<file path="config.mk">
export PLATFORM = sky130hd
export DESIGN_NAME = mvw_ring
export DESIGN_NICKNAME = d
export VERILOG_FILES = /design/src/sv/mvw_ring.sv
export SDC_FILE = /design/constraint.sdc
export NUM_CORES = 2
export LEC_CHECK = 0
export BUFFER_PORTS_ARGS = -buffer_cell sky130_fd_sc_hd__buf_2
export CELL_PAD_IN_SITES_DETAIL_PLACEMENT = 0
export CELL_PAD_IN_SITES_GLOBAL_PLACEMENT = 1
export CORE_ASPECT_RATIO = 1.75
export CORE_UTILIZATION = 53
export CTS_BUF_LIST = sky130_fd_sc_hd__clkbuf_2 sky130_fd_sc_hd__clkbuf_4 sky130_fd_sc_hd__clkbuf_8
export CTS_CLUSTER_SIZE = 10
export DETAILED_ROUTE_END_ITERATION = 8
export MAX_ROUTING_LAYER = met4
export PLACE_DENSITY_LB_ADDON = 0.1
export SLEW_MARGIN = 30
export SYNTH_ARGS = -nofsm -noshare
export SYNTH_HDL_FRONTEND = slang
export SYNTH_SLANG_ARGS = --single-unit
</file>
<file path="constraint.sdc">
create_clock -name clock -period 2.4 [get_ports clock]
set_clock_uncertainty 0.1 [all_clocks]
set_input_delay 0.12 -clock clock [delete_from_list [all_inputs] [get_ports clock]]
set_output_delay 0.12 -clock clock [all_outputs]
set_load 0.005 [all_outputs]
</file>
<file path="src/sv/mvw_ring.sv">
// Sample ring memory: one write port and one registered read port.
`timescale 1ns / 1ps

module mvw_ring #(
   parameter int DEPTH  = 256,
   parameter int ADDR_W = 8,
   parameter int DATA_W = 16
) (
   input  logic              clock,
   input  logic              rd_en,
   input  logic [ADDR_W-1:0] rd_addr,
   output logic [DATA_W-1:0] rd_data,
   input  logic              wr_en,
   input  logic [ADDR_W-1:0] wr_addr,
   input  logic [DATA_W-1:0] wr_data
);

   logic [DATA_W-1:0] mem [DEPTH];
   logic [DATA_W-1:0] rd_data_ff;

   // Write port.
   always_ff @(posedge clock) begin
      if (wr_en) begin
         mem[wr_addr] <= wr_data;
      end
   end

   // Read port; the read data is registered.
   always_ff @(posedge clock) begin
      if (rd_en) begin
         rd_data_ff <= mem[rd_addr];
      end
   end

   assign rd_data = rd_data_ff;

endmodule

</file>
==> metrics.yaml <==
run_status:
  outcome: "finished, violations left"
  violations: "design-rule violations, negative setup slack"
grt:
  grt_usage: 0.312
  antenna_found_initial: 21
  grt_overflow: 0
  grt_pass1_wl_um: 637000
  grt_max_degree: 117
  grt_pass1_vias: 84500
synthesis:
  synth-async-reset-ratio: 0
  ys.flop_type: "edfxtp_1"
  post_synth_xor_area_fraction: 0
  avgSynthCellArea_um2: 21.6
  synth-seq-cells: 4112
  seq_area_frac_synth: 0.777
  yosys_warnings: 0
  netlist.area_leader.share: 0.777
  synth_edf_count: 4112
  yosys-mux-area-fraction: 0.155
  synthesis.nets: 7395
  synthAdderAreaFrac: 0
  synth-compound-area-share: 0.0353
  synth-simple-area-share: 0.0157
  yosysUniqueCellTypes: 51
  yosys.area.top_type: "edfxtp_1"
  syn_inst: 7360
  synthTopCellsByArea: "edfxtp_1 (78%), mux4_2 (11%), mux2i_1 (3.6%)"
  syn-cell-area_mm2: 0.159
  synth_top_family_by_area: "multiplexers"
power_and_ir_drop:
  ir_drop_mv: 0.549
  powerDensity_mw_per_mm2: 761
  power_leakage_nw: 60.9
setup_path:
  r2r_setup_slack_ps: -240
  crit_required_ps: 3090
  worstSetupEndpointType: "register"
  worst-path-max-fanout: 1
  cp-start-kind: "register"
  crit_slowest_cell: "mux4_2"
  arrival_ps: 3330
  path_buf_inv: 1
  path_delay_family: "multiplexers"
  reg2reg_to: "rd_data[7]"
  cp_common_cell: "mux4_2"
  max_stage_delay_ps: 520
  r2r_start: "mem[63][7]"
  rr_worst_depth: 6
  crit_type: "reg2reg"
  worstPathCellList: "mux4_2 -> mux4_2 -> a22o_4 -> o32ai_4 -> buf_6 -> nor4_2"
detailed_routing:
  met2_length_um: 239000
  postRouteAntennaNets: 0
  via_per_inst: 6.26
  wire_per_inst_um: 35.0
  wl_met3_um: 25900
  dr.pass1.iters: 8
  drtIter0Drc: 8074
  drt-total-wl_um: 456000
  wl_met1_um: 160000
  dr_total_vias: 81700
  highest_layer: "met4"
  drc: 2
final_layout:
  finalNetCount: 8750
  n_fill_cell: 20900
  drive_gt1_frac: 0.339
  multi_input_area_mm2: 0.0338
  area_delta_synth_final_pct: 17.2
  final_cells: 13000
  seq_area_mm2: 0.123
die:
  core-area_mm2: 0.298
  io_pins: 51
  fp.dieH_um: 726
  start_util: 0.534
  die_area_mm2: 0.302
  die_w_um: 416
  rows: 265
clocking:
  clk_latency_ps: 1080
  cts_made_buffers: 586
  cts.sinks: 4112
  cts_buffer_depth: 4
  h-tree-depth: 6
  cts_tree: "done"
  cts_root_buf: "clkbuf_8"
  clk_pin_slew_ps: 70
placed_design:
  hpwlAfterDp_um: 297000
  finalWeightedCongestion: 0.950
  dp_slack_ps: -1420
  portBuffers: 50
  dp.cells: 12000
sta:
  maxSlewHeadroom: 0.322
  rsz0062_at_grt: "true"
  fmax_mhz: 379
  fin_crit_ps: 2640
  layout_worst_path_cycle_share: 1.10
  worstMarginPinSlew_ps: 1020
  fin_ws_ps: -236
  slew_viol_final: 0
  hold_viol: 0
  setup_viol: 20
worst_hold_path:
  hold_path.class: "in2reg"
  min_from: "wr_data[0]"
  hold_depth: 2
  min_to: "mem[142][0]"
run:
  cap_violations: 0
[Yosys cell counts, drive strengths merged (32+ instances only)]
cell / n
nor2: 304
a22oi: 43
a21oi: 175
mux2: 88
o21ai: 38
o22ai: 148
buf: 222
edfxtp: 4112
mux4: 797
nor3: 92
nand3: 35
o221ai: 253
clkbuf: 230
mux2i: 565
nand2: 38
a22o: 32
[cell families (layout without fill, tap and decap cells)]
group                  count (synthesis)  count (layout)
flip-flops                          4112            4112
buffers and inverters                456            2251
other                                  0              17
AO/OA/AOI/OAI                        786             786
AND/OR/NAND/NOR                      556             556
multiplexers                        1450            1450
[metal layers]
| metal | global-route usage | up-vias |
|---|---|---|
| li1 | - | 34100 |
| met1 | 0.355 | 43700 |
| met2 | 0.534 | 3002 |
| met3 | 0.0408 | 902 |
| met4 | 0.174 | 0 |
| met5 | - | - |
[how the worst max path moves through the flow]
| stage | from | endpoint | slack (ps) | cells past startpoint |
|---|---|---|---|---|
| 2_1_floorplan | rd_addr[1] | rd_data[4] | -7 | 8 |
| 4_1_cts | mem[58][7] | rd_data[7] | -260 | 6 |
| 6_report | mem[63][7] | rd_data[7] | -240 | 6 |
| 3_5_place_dp | rd_addr[0] | rd_data[7] | -1420 | 10 |
| 3_3_place_gp | rd_addr[0] | rd_data[7] | -1860 | 13 |
| 5_1_grt | mem[58][13] | rd_data[13] | -260 | 5 |
[worst register-to-register path, cell delays in order (launching register included)]
cell and delay, ps:
edfxtp_1 370, mux4_2 490, mux4_2 520, a22o_4 360, o32ai_4 360, buf_6 170, nor4_2 40
[registers in the layout (all words and copies together) (netlist names)]
signal,flops
rd_data,16
mem,4096
[through the flow]
step	hold slack [ps]	utilization	setup TNS, ps	total power, W	area (um2)
after CTS	0.564	0.625	-2590	0.143	186000
after global routing	21.6	0.625	-3090	0.146	186000
after global placement	402	0.583	-19470	0.0893	174000
after detailed placement	409	0.583	-18290	0.0894	174000
final	50.6	0.625	-2310	0.142	186000
after floorplan	119	-	-7.07	0.0847	159000
[cell usage in the layout (no fill, tap or decap), drive strengths merged, types with 43 or more instances in the layout]
| cell type | count |
|---|---|
| a21oi | 175 |
| a22oi | 43 |
| buf | 1173 |
| clkbuf | 775 |
| clkinv | 218 |
| dlygate4sd3 | 45 |
| edfxtp | 4112 |
| mux2 | 88 |
| mux2i | 565 |
| mux4 | 797 |
| nor2 | 304 |
| nor3 | 92 |
| o221ai | 253 |
| o22ai | 148 |
[area by class of cell]
type / count / area share
Clock inverter: 254 / 0.00781
Timing Repair Buffer: 1219 / 0.0693
Tap cell: 3871 / 0.0260
Antenna cell: 17 / 0.000228
Sequential cell: 4112 / 0.663
Inverter: 4 / 0.000148
Clock buffer: 774 / 0.0517
Multi-Input combinational cell: 2792 / 0.182
[timing repair]
item                                    4_1_cts  5_1_grt
hold buffers                                 53        0
endpoints found under the setup margin       16       48
endpoints found under the hold margin      6991        0
pin swaps                                    30       20
gates resized for setup                     143       38
buffers inserted                              0        0
[power breakdown]
group	total, W	switching, W	internal (W)	leakage, nW
clock network	0.0535	0.0261	0.0274	5.85
registers	0.0793	0.0000846	0.0792	37.0
logic	0.00901	0.00547	0.00355	18.0
total	0.142	0.0316	0.110	60.9
(Power assumes the default switching activity.)
