File: src/sv/mvw_div.sv
// Restoring divider that retires one quotient bit per cycle.
`timescale 1ns / 1ps

module mvw_div #(
   parameter int DIVIDEND_W = 40,
   parameter int DIVISOR_W  = 9
) (
   input  logic                  clock,
   input  logic                  reset,
   input  logic                  start,
   input  logic [DIVIDEND_W-1:0] dividend,
   input  logic [DIVISOR_W-1:0]  divisor,
   output logic                  busy,
   output logic [DIVIDEND_W-1:0] quotient
);

   localparam int CNT_W = $clog2(DIVIDEND_W + 1);

   logic                  busy_ff, busy_in;
   logic [CNT_W-1:0]      count_ff, count_in;
   logic [DIVIDEND_W-1:0] quot_ff, quot_in;
   logic [DIVISOR_W-1:0]  rem_ff, rem_in;
   logic [DIVISOR_W-1:0]  divisor_ff, divisor_in;
   logic [DIVISOR_W:0]    trial;
   logic [DIVISOR_W+1:0]  diff;

   // One step: shift in the next dividend bit and subtract when it fits.
   always_comb begin
      trial      = {rem_ff, quot_ff[DIVIDEND_W-1]};
      diff       = {1'b0, trial} - {2'b00, divisor_ff};
      busy_in    = busy_ff;
      count_in   = count_ff;
      quot_in    = quot_ff;
      rem_in     = rem_ff;
      divisor_in = divisor_ff;
      if (start) begin
         busy_in    = 1'b1;
         count_in   = CNT_W'(DIVIDEND_W);
         quot_in    = dividend;
         rem_in     = '0;
         divisor_in = divisor;
      end else if (busy_ff) begin
         quot_in  = {quot_ff[DIVIDEND_W-2:0], ~diff[DIVISOR_W+1]};
         rem_in   = diff[DIVISOR_W+1] ? trial[DIVISOR_W-1:0] : diff[DIVISOR_W-1:0];
         count_in = count_ff - CNT_W'(1);
         if (count_ff == CNT_W'(1)) begin
            busy_in = 1'b0;
         end
      end
   end

   // Control state.
   always_ff @(posedge clock) begin
      if (reset) begin
         busy_ff  <= 1'b0;
         count_ff <= '0;
      end else begin
         busy_ff  <= busy_in;
         count_ff <= count_in;
      end
   end

   // Datapath registers.
   always_ff @(posedge clock) begin
      quot_ff    <= quot_in;
      rem_ff     <= rem_in;
      divisor_ff <= divisor_in;
   end

   assign busy     = busy_ff;
   assign quotient = quot_ff;

endmodule

File: config.mk
export PLATFORM = sky130hd
export DESIGN_NAME = mvw_div
export DESIGN_NICKNAME = d
export VERILOG_FILES = /design/src/sv/mvw_div.sv
export SDC_FILE = /design/constraint.sdc
export NUM_CORES = 1
export LEC_CHECK = 0
export BUFFER_PORTS_ARGS = -buffer_cell sky130_fd_sc_hd__clkbuf_2
export CAP_MARGIN = 40
export CORE_MARGIN = 5
export CORE_UTILIZATION = 55
export CTS_CLUSTER_DIAMETER = 120
export CTS_CLUSTER_SIZE = 12
export DETAILED_ROUTE_END_ITERATION = 10
export PLACE_DENSITY = 0.85
export SLEW_MARGIN = 10
export SYNTH_ARGS = -nofsm -noshare
export SYNTH_HDL_FRONTEND = slang
export SYNTH_SLANG_ARGS = --single-unit
File: constraint.sdc
create_clock -name clock -period 6.2 [get_ports clock]
set_input_delay 0.31 -clock clock [delete_from_list [all_inputs] [get_ports clock]]
set_output_delay 0.31 -clock clock [all_outputs]
set_load 0.01 [all_outputs]
==> results_dict.tcl, run 1 <==
set metrics [dict create \
    yosysWarningCount 0 \
    cp_top_family "adder cells" \
    synthArstFlopShare_pct 0 \
    nets 395 \
    antenna_found_initial 0 \
    diodes 0 \
    firstDrtPassIters 5 \
    numPortBuffers 92 \
    yosysTopAreaCellShare_pct 47.67 \
    drt_iter0_drc 163 \
    rsz0062_at_grt "false" \
    synth_edf_count 49 \
    endpoint_kind "register" \
    fin_tns_setup_ns 0 \
    cp_slowest_stage_delay_ns 0.40 \
    yosysTopAreaCell "edfxtp_1" \
    cts_resized 0 \
    io_pins 93 \
    seq_area_frac_synth_pct 58.05 \
    wl_um 6458 \
    fmax_ghz 0.4585 \
    grt_max_degree 60 \
    p_int_uw 753.4 \
    vias 2205 \
    worstPathArrival_ns 2.41 \
    use_met2_pct 31.10 \
    ys_top_cells_by_area "edfxtp_1, mux2_2, dfxtp_1, ha_1, xnor2_1" \
    fp.dieH_um 84.92 \
    detail_route.vias_per_cell 5.404 \
    post_cts_buffers 0 \
    synth.distinct_cells 48 \
    status "complete, no violations" \
    cp-start-kind "register" \
    first_global_vias 2315 \
    stdcell_count 408 \
    worstPathRequired_ns 6.43 \
    ys_ff_latch 65 \
    syn_area_per_cell_um2 13.25 \
    fp-row-count 27 \
    fin_crit_sh_pct 35.18 \
    synthTopCellsByCount "edfxtp_1, mux2_2, dfxtp_1, nand2_1, inv_1" \
    swShare_pct 24.91 \
    use_met3_pct 4.660 \
    busiest_layer "met2" \
    p_seq_share_pct 53.8 \
    ir_worst_vdd_uv 239.7 \
    ant_nets 0 \
    h-tree-depth 3 \
    grt_overflow_total 0 \
    root_buffer "clkbuf_8" \
    yosysMostFrequentCell "edfxtp_1" \
    clock_sinks 65 \
    worstSkewPairLatency_ns 0.33 \
    initial_core_util_pct 56.40 \
    worst-path-buf-inv 2 \
    clk_path_buf_depth 2 \
    placed_cell_area_mm2 0.003616 \
    ys.flop_type "edfxtp_1" \
    worst_path_most_repeated_cell "inv_1" \
    wl_per_cell_um 15.83 \
    cts_tree "yes" \
    hold_buffers 0 \
    powerDensity_mw_per_mm2 265.7 \
    synth_nets 297 \
    netlist_instances 233 \
    setup_violations 0 \
    stdcell_area_mm2 0.003776 \
    grt_use_total_pct 19.06 \
    crit_chain "inv_1, ha_1, inv_1, fa_1, nand3_1, a211o_1, and2_1, nand2_1, a311oi_1" \
    max_slew.worst_pin.slew_ns 0.6880 \
    drive_above_1_share_pct 44.05 \
    syn2layout_area_growth_pct 22.33 \
    dpl.cell_count 392 \
    hp-class "in2reg" \
    clkPwrFrac_pct 29.4 \
    die_area_mm2 0.007211 \
    clock_skew_ns 0.005434 \
    fp.dieW_um 84.92 \
    p_sw_uw 250.0 \
    slew_violations 0 \
    p_leak_nw 1.617 \
    final_hold_viol_count 0 \
    cts_buffers 9 \
    place_hpwl_um 4706 \
    coreArea_mm2 0.005473 \
    critPathKind "reg2reg" \
    gp_congestion 0.9068 \
    crit_slowest_cell "edfxtp_1" \
    grt_pass1_wl_um 10850 \
    syn-cell-area_mm2 0.003087 \
    cap_violations 0 \
    grt_use_met1_pct 23.71 \
    slew_headroom_pct 54.13 \
    clk_pin_slew_worst_paths_ns 0.07 \
    cp_max_fo 7 \
    min_period_ns 2.181 \
    drc 0 \
    combPwrFrac_pct 16.8 \
]
[worst register-to-register path: stages, from the launching register on]
cell and delay [ns]:
edfxtp_1 0.40, inv_1 0.08, ha_1 0.17, inv_1 0.06, fa_1 0.40, nand3_1 0.13
a211o_1 0.20, and2_1 0.29, nand2_1 0.10, a311oi_1 0.27
[per-stage QoR]
step           worst slack [ns]  power [mW]  util (%)  hold slack, ns
2_1_floorplan             4.159      0.6477         -          0.3791
3_3_place_gp              4.099      0.7109     66.07          0.4659
3_5_place_dp              4.044      0.7160     66.07          0.4658
4_1_cts                   4.030       1.011     69.00          0.1410
5_1_grt                   3.787       1.053     69.00          0.1431
6_report                  4.019       1.003     69.00          0.1585
[cell usage in the layout, fill, tap and decap left out, types with 2 or more instances in the layout]
cell type / n
a21oi_1: 10
nand2_1: 16
inv_1: 15
a32oi_1: 2
buf_4: 2
mux2i_1: 3
mux2_2: 40
a21o_1: 2
clkbuf_1: 5
edfxtp_1: 49
a211o_1: 2
dfxtp_1: 16
clkbuf_8: 10
o21ai_0: 2
clkbuf_2: 92
nand3_1: 2
o21ai_1: 4
a311oi_1: 3
xnor2_1: 7
ha_1: 11
nor2_1: 9
and2_1: 3
nor3_1: 5
[sequential cells by signal (all words and copies together), names as in the netlist]
register / flops
quotient: 40
rem_ff: 9
divisor_ff: 9
count_ff: 6
busy: 1
[metal layers]
layer | vias to the layer above | wire (µm) | part of all wire (%)
met3 | 12 | 408 | 6.3
li1 | 1081 | - | -
met1 | 1040 | 2665 | 41
met5 | - | 0 | 0
met2 | 72 | 3238 | 50
met4 | 0 | 145 | 2.2
[power by group through the flow]
stage                     Clock [mW]  Sequential (mW)  Combinational (mW)
after floorplan                    0            0.557              0.0908
final                          0.295            0.540               0.169
after global placement             0            0.548               0.163
after detailed placement           0            0.548               0.168
after CTS                      0.301            0.540               0.169
after global routing           0.322            0.545               0.186
[final cells by class]
cell class | count | area [µm²]
clock buffers | 15 | 156.4
fillers | 397 | 1697
clock inverters | 1 | 3.754
repair buffers | 94 | 475.5
inverters | 15 | 56.30
flip-flops and latches | 65 | 1792
multi-input cells | 146 | 1202
well taps | 72 | 90.09
[kinds of logic (layout without fill, tap and decap cells)]
logic type	after synthesis	after routing	synth area share, %
AO/OA/AOI/OAI	37	37	8.351
XOR/XNOR	8	8	2.270
adder cells (fa/ha/maj)	12	12	5.107
buffers and inverters	22	125	2.999
flip-flops	65	65	58.05
multiplexers	43	43	15.57
AND/OR/NAND/NOR	46	46	7.662
[final timing paths]
path / start / to / slack, ns / cells after the start
setup / recovery: quotient[39] / rem_ff[3] / 4.02 / 9
hold / removal: divisor[8] / divisor_ff[8] / 0.16 / 1
setup reg to reg: quotient[39] / rem_ff[3] / 4.02 / 9
hold reg to reg: rem_ff[2] / rem_ff[2] / 0.51 / 2
Note: power is estimated with default switching activity, not from simulation.
==> run 2, diff against run 1 <==
- ABC_AREA: not set -> 1
- CORE_UTILIZATION: 55 -> 47
- PLACE_DENSITY: 0.85 -> 0.76
- clock period: 6.2 -> 2 ns (I/O delays scaled with it)
==> results_dict.tcl, run 2 <==
set metrics [dict create \
    status "complete, no violations" \
    slew_violations 0 \
    ir_worst_vdd_uv 597.1 \
    r2r_slack_ns 0.18 \
    worstSkewPairLatency_ns 0.33 \
    grt_pass1_wl_um 13200 \
    drt_iter0_drc 160 \
    fp.dieW_um 93.29 \
    largest_reg_flops 40 \
    synthArstFlopShare_pct 0 \
    nets 557 \
    gp_congestion 0.9197 \
    cap_violations 0 \
    cts_tree "yes" \
    clock_skew_ns 0.008905 \
    cp-start-kind "register" \
    r2r-end "quotient[0]" \
    dp_slack_ns 0.1168 \
    coreArea_mm2 0.006756 \
    synth_nets 448 \
    worstPathArrival_ns 1.90 \
    clk_path_buf_depth 2 \
    seq_area_frac_synth_pct 54.95 \
    first_global_vias 2937 \
    synthSimpleGateAreaFrac_pct 29.66 \
    crit_chain "inv_1, ha_1, nand2_1, inv_1, nand2_1, nand2_1, nand2_2, nand3_4, nand2_1, nand2_1" \
    holdCritStartpoint "dividend[21]" \
    yosysMostFrequentCell "nand2_1" \
    firstDrtPassIters 4 \
    detail_route.vias_per_cell 4.846 \
    fmax_ghz 0.5503 \
    syn-cell-area_mm2 0.003261 \
    worst-path-buf-inv 2 \
    synth.distinct_cells 31 \
    antenna_found_initial 0 \
    yosysTopAreaCell "edfxtp_1" \
    final_common_cell "nand2_1" \
    ys_top_cells_by_area "edfxtp_1, nand2_1, dfxtp_1, inv_1, ha_1" \
    synthTopCellsByCount "nand2_1, edfxtp_1, inv_1" \
    fin_ws_ns 0.1827 \
    synth_edf_count 49 \
    place_hpwl_um 5677 \
    cp_top_family "simple AND/OR/NAND/NOR gates" \
    fin_crit_sh_pct 90.87 \
    setup_violations 0 \
    synth_compound_area_share_pct 2.533 \
    p_leak_nw 2.150 \
    slew_headroom_pct 61.33 \
    crit_slowest_cell "edfxtp_1" \
    fp.dieH_um 93.29 \
    diodes 0 \
    synth_top_family_by_area "simple AND/OR/NAND/NOR gates" \
    crit_cells 10 \
    cp_max_fo 11 \
    fin_tns_setup_ns 0 \
    final_hold_viol_count 0 \
    fp-row-count 30 \
    drive_above_1_share_pct 24.30 \
    grt_overflow_total 0 \
    grt_use_total_pct 18.95 \
    root_buffer "clkbuf_8" \
    grt_max_degree 54 \
    reg2reg_depth 10 \
    ys_ff_latch 65 \
    netlist_instances 384 \
    wl_per_cell_um 13.15 \
    worstPathRequired_ns 2.08 \
    vias 2801 \
    synth_fa_ha_area_share_pct 4.835 \
    cp-endpoint "quotient[0]" \
    cp_slowest_stage_delay_ns 0.37 \
    max_slew.worst_pin.slew_ns 0.5779 \
    rsz0062_at_grt "false" \
    critPathLaunch "divisor_ff[4]" \
    numPortBuffers 92 \
    drc 0 \
    cts_buffers 9 \
    min_period_ns 1.817 \
    syn2layout_area_growth_pct 27.32 \
    syn_area_per_cell_um2 8.491 \
    post_cts_buffers 0 \
    initial_core_util_pct 48.26 \
    clock_sinks 65 \
    endpoint_kind "register" \
    worst_path_most_repeated_cell "nand2_1" \
    ys.flop_type "edfxtp_1" \
    h-tree-depth 3 \
    powerDensity_mw_per_mm2 806.3 \
    yosysWarningCount 0 \
    die_area_mm2 0.008703 \
    r2r-start "divisor_ff[4]" \
    final_cell_mix "nand2_1, clkbuf_2, edfxtp_1" \
    wl_um 7599 \
    muxShareOfSynthArea_pct 0 \
    synth_xor_area_share_pct 1.074 \
    critPathKind "reg2reg" \
    clk_pin_slew_worst_paths_ns 0.07 \
    io_pins 93 \
    ant_nets 0 \
    yosysTopAreaCellShare_pct 45.13 \
    hp-class "in2reg" \
]
[run 2: cells by family after synthesis]
group	Yosys count
AND/OR/NAND/NOR	233
flip-flops	65
buffers and inverters	58
AO/OA/AOI/OAI	12
adder cells (fa/ha/maj)	12
XOR/XNOR	4
[run 2: layer usage]
layer,vias to the layer above,wire length [µm],part of all wire [%],GRT usage [%]
met5,-,0,0,0
met4,0,70,0.92,5.250
met3,7,641,8.4,6.758
met2,90,3673,48,30.20
met1,1260,3213,42,24.35
li1,1444,-,-,-
[run 2: tightest hold or removal path: cells and delay by family]
kind	cells	cell delay, ns
buf+inv	1	0.07
simple gates	2	0.09
[run 2: power by group]
| part | internal, mW | leakage [nW] | switching, mW | total, mW |
|---|---|---|---|---|
| combinational | 0.212 | 1.42 | 0.309 | 0.521 |
| clock | 0.689 | 0.104 | 0.478 | 1.17 |
| sequential | 1.59 | 0.629 | 0.0683 | 1.66 |
| total | 2.49 | 2.15 | 0.856 | 3.35 |
[run 2: worst min path at each step]
stage	end	slack, ns	cells after the start
2_1_floorplan	count_ff[3]	0.17	1
3_3_place_gp	divisor_ff[1]	0.28	1
3_5_place_dp	divisor_ff[1]	0.28	1
4_1_cts	quotient[21]	0.02	3
5_1_grt	quotient[33]	0.02	3
6_report	quotient[21]	0.04	3
[run 2: layout make-up]
type | count | area (µm²)
fillers | 577 | 2605
flip-flops and latches | 65 | 1792
multi-input cells | 261 | 1252
repair buffers | 108 | 618.1
inverters | 48 | 180.2
clock buffers | 9 | 123.9
well taps | 80 | 100.1
clock inverters | 7 | 85.08
[run 2: per-stage QoR]
step                cell area, µm²  instances  utilization, %  hold WS (ns)  power (mW)
floorplan                     3261        384               -        0.1694       1.970
global placement              3832        552           56.72        0.2802       2.179
detailed placement            3832        552           56.72        0.2787       2.192
CTS                           4141        578           61.30       0.02219       3.380
global route                  4151        578           61.44       0.01595       3.534
finish                        4151        578           61.44       0.03911       3.347
[run 2: what timing repair did]
action | 4_1_cts | 5_1_grt
endpoints found under the hold margin | 10 | 0
gates resized for setup | 0 | 2
hold buffers | 10 | 0
setup endpoints to repair | 0 | 8
==> run 3, diff against run 2 <==
- CTS_CLUSTER_SIZE: 12 -> 28
- PLACE_DENSITY: 0.76 -> 0.88
==> results_dict.tcl, run 3 (synthesized netlist as in run 2, its figures left out) <==
set metrics [dict create \
    status "complete, no violations" \
    crit_cells 11 \
    initial_core_util_pct 48.26 \
    numPortBuffers 92 \
    fin_tns_setup_ns 0 \
    die_area_mm2 0.008703 \
    syn2layout_area_growth_pct 27.67 \
    cp_max_fo 3 \
    crit_chain "inv_2, ha_2, inv_2, fa_2, nand2_2, nand2_2, nand2_2, xor2_1, nand2_1, nand3_1, o21ai_0" \
    crit_slowest_cell "fa_2" \
    critPathKind "reg2reg" \
    clk_path_buf_depth 2 \
    fp.dieW_um 93.29 \
    drt_iter0_drc 264 \
    clock_skew_ns 0.01195 \
    largest_reg_flops 40 \
    firstDrtPassIters 5 \
    hp-class "in2reg" \
    fin_crit_sh_pct 92.91 \
    cp_top_family "adder cells" \
    final_util_pct 61.61 \
    worstPathArrival_ns 2.07 \
    diodes 0 \
    wl_per_cell_um 13.68 \
    slew_headroom_pct 60.78 \
    final_common_cell "nand2_1" \
    cts_tree "yes" \
    cp_slowest_stage_delay_ns 0.41 \
    fin_ws_ns 0.1418 \
    nets 558 \
    r2r-start "quotient[39]" \
    setup_violations 0 \
    ant_nets 0 \
    first_global_vias 2793 \
    grt_use_total_pct 18.94 \
    fmax_ghz 0.5382 \
    worstPathRequired_ns 2.21 \
    cp-endpoint "rem_ff[4]" \
    critPathLaunch "quotient[39]" \
    root_buffer "clkbuf_8" \
    slew_violations 0 \
    fillers 598 \
    reg2reg_depth 11 \
    cap_violations 0 \
    grt_max_degree 46 \
    cp-start-kind "register" \
    detail_route.vias_per_cell 5.007 \
    final_cell_mix "nand2_1, clkbuf_2, edfxtp_1" \
    min_period_ns 1.858 \
    cts_buffers 9 \
    coreArea_mm2 0.006756 \
    drc 0 \
    grt_overflow_total 0 \
    grt_pass1_wl_um 12940 \
    r2r-end "rem_ff[4]" \
    io_pins 93 \
    drive_above_1_share_pct 25.85 \
    final_hold_viol_count 0 \
    worst_path_most_repeated_cell "nand2_2" \
    place_hpwl_um 5872 \
    dp_slack_ns 0.1212 \
    antenna_found_initial 0 \
    fp-row-count 30 \
    clk_pin_slew_worst_paths_ns 0.08 \
    p_leak_nw 2.150 \
    worst-path-buf-inv 2 \
    max_slew.worst_pin.slew_ns 0.5861 \
    powerDensity_mw_per_mm2 791.3 \
    fp.dieH_um 93.29 \
    h-tree-depth 3 \
    ir_worst_vdd_uv 528.7 \
    endpoint_kind "register" \
    r2r_slack_ns 0.14 \
    gp_congestion 0.9397 \
    worstSkewPairLatency_ns 0.34 \
    wl_um 7919 \
    clock_sinks 65 \
    vias 2899 \
]
## run 3: where the power goes
group	switching [mW]	internal, mW	total [mW]
clock	0.489	0.607	1.10
sequential	0.0732	1.59	1.66
combinational	0.316	0.217	0.533
total	0.879	2.42	3.29
## run 3: final cells by class
| class | instances | area, µm² | area share (%) |
|---|---|---|---|
| clock buffer | 11 | 141.4 | 3.396 |
| clock inverter | 5 | 56.30 | 1.353 |
| inverter | 48 | 180.2 | 4.328 |
| multi-input combinational | 261 | 1255 | 30.15 |
| sequential | 65 | 1792 | 43.04 |
| tap | 80 | 100.1 | 2.405 |
| timing repair buffer | 109 | 638.1 | 15.33 |
## run 3: per-stage QoR
step / total power, mW / hold WS [ns] / instance area, µm² / instances
finish: 3.294 / 0.02874 / 4163 / 579
global route: 3.465 / 0.01749 / 4163 / 579
CTS: 3.316 / 0.01001 / 4143 / 578
detailed placement: 2.196 / 0.2792 / 3845 / 552
global placement: 2.183 / 0.2807 / 3845 / 552
floorplan: 1.970 / 0.1694 / 3261 / 384
## run 3: what timing repair did
| action | CTS | global route |
|---|---|---|
| endpoints found under the hold margin | 10 | 0 |
| endpoints found under the setup margin | 0 | 6 |
| hold buffers | 10 | 0 |
| resized for setup | 0 | 7 |
| buffers inserted | 0 | 1 |
## run 3: layer usage
metal	share of wire (%)	track usage [%]
met3	7.8	6.034
met4	2.0	7.326
met5	0	0
met2	48	29.12
met1	42	24.86
## run 3: worst reg2reg max path, cell delays in order (launching register included)
cell and delay, ns:
edfxtp_1 0.40, inv_2 0.09, ha_2 0.17, inv_2 0.05, fa_2 0.41, nand2_2 0.09
nand2_2 0.08, nand2_2 0.08, xor2_1 0.16, nand2_1 0.07, nand3_1 0.07, o21ai_0 0.08
## run 3: worst min path at each step
stage	start	endpoint	depth (start not counted)
floorplan	reset	count_ff[3]	1
global placement	divisor[5]	divisor_ff[5]	1
detailed placement	divisor[0]	divisor_ff[0]	1
CTS	dividend[13]	quotient[13]	3
global route	dividend[9]	quotient[9]	3
finish	dividend[24]	quotient[24]	3
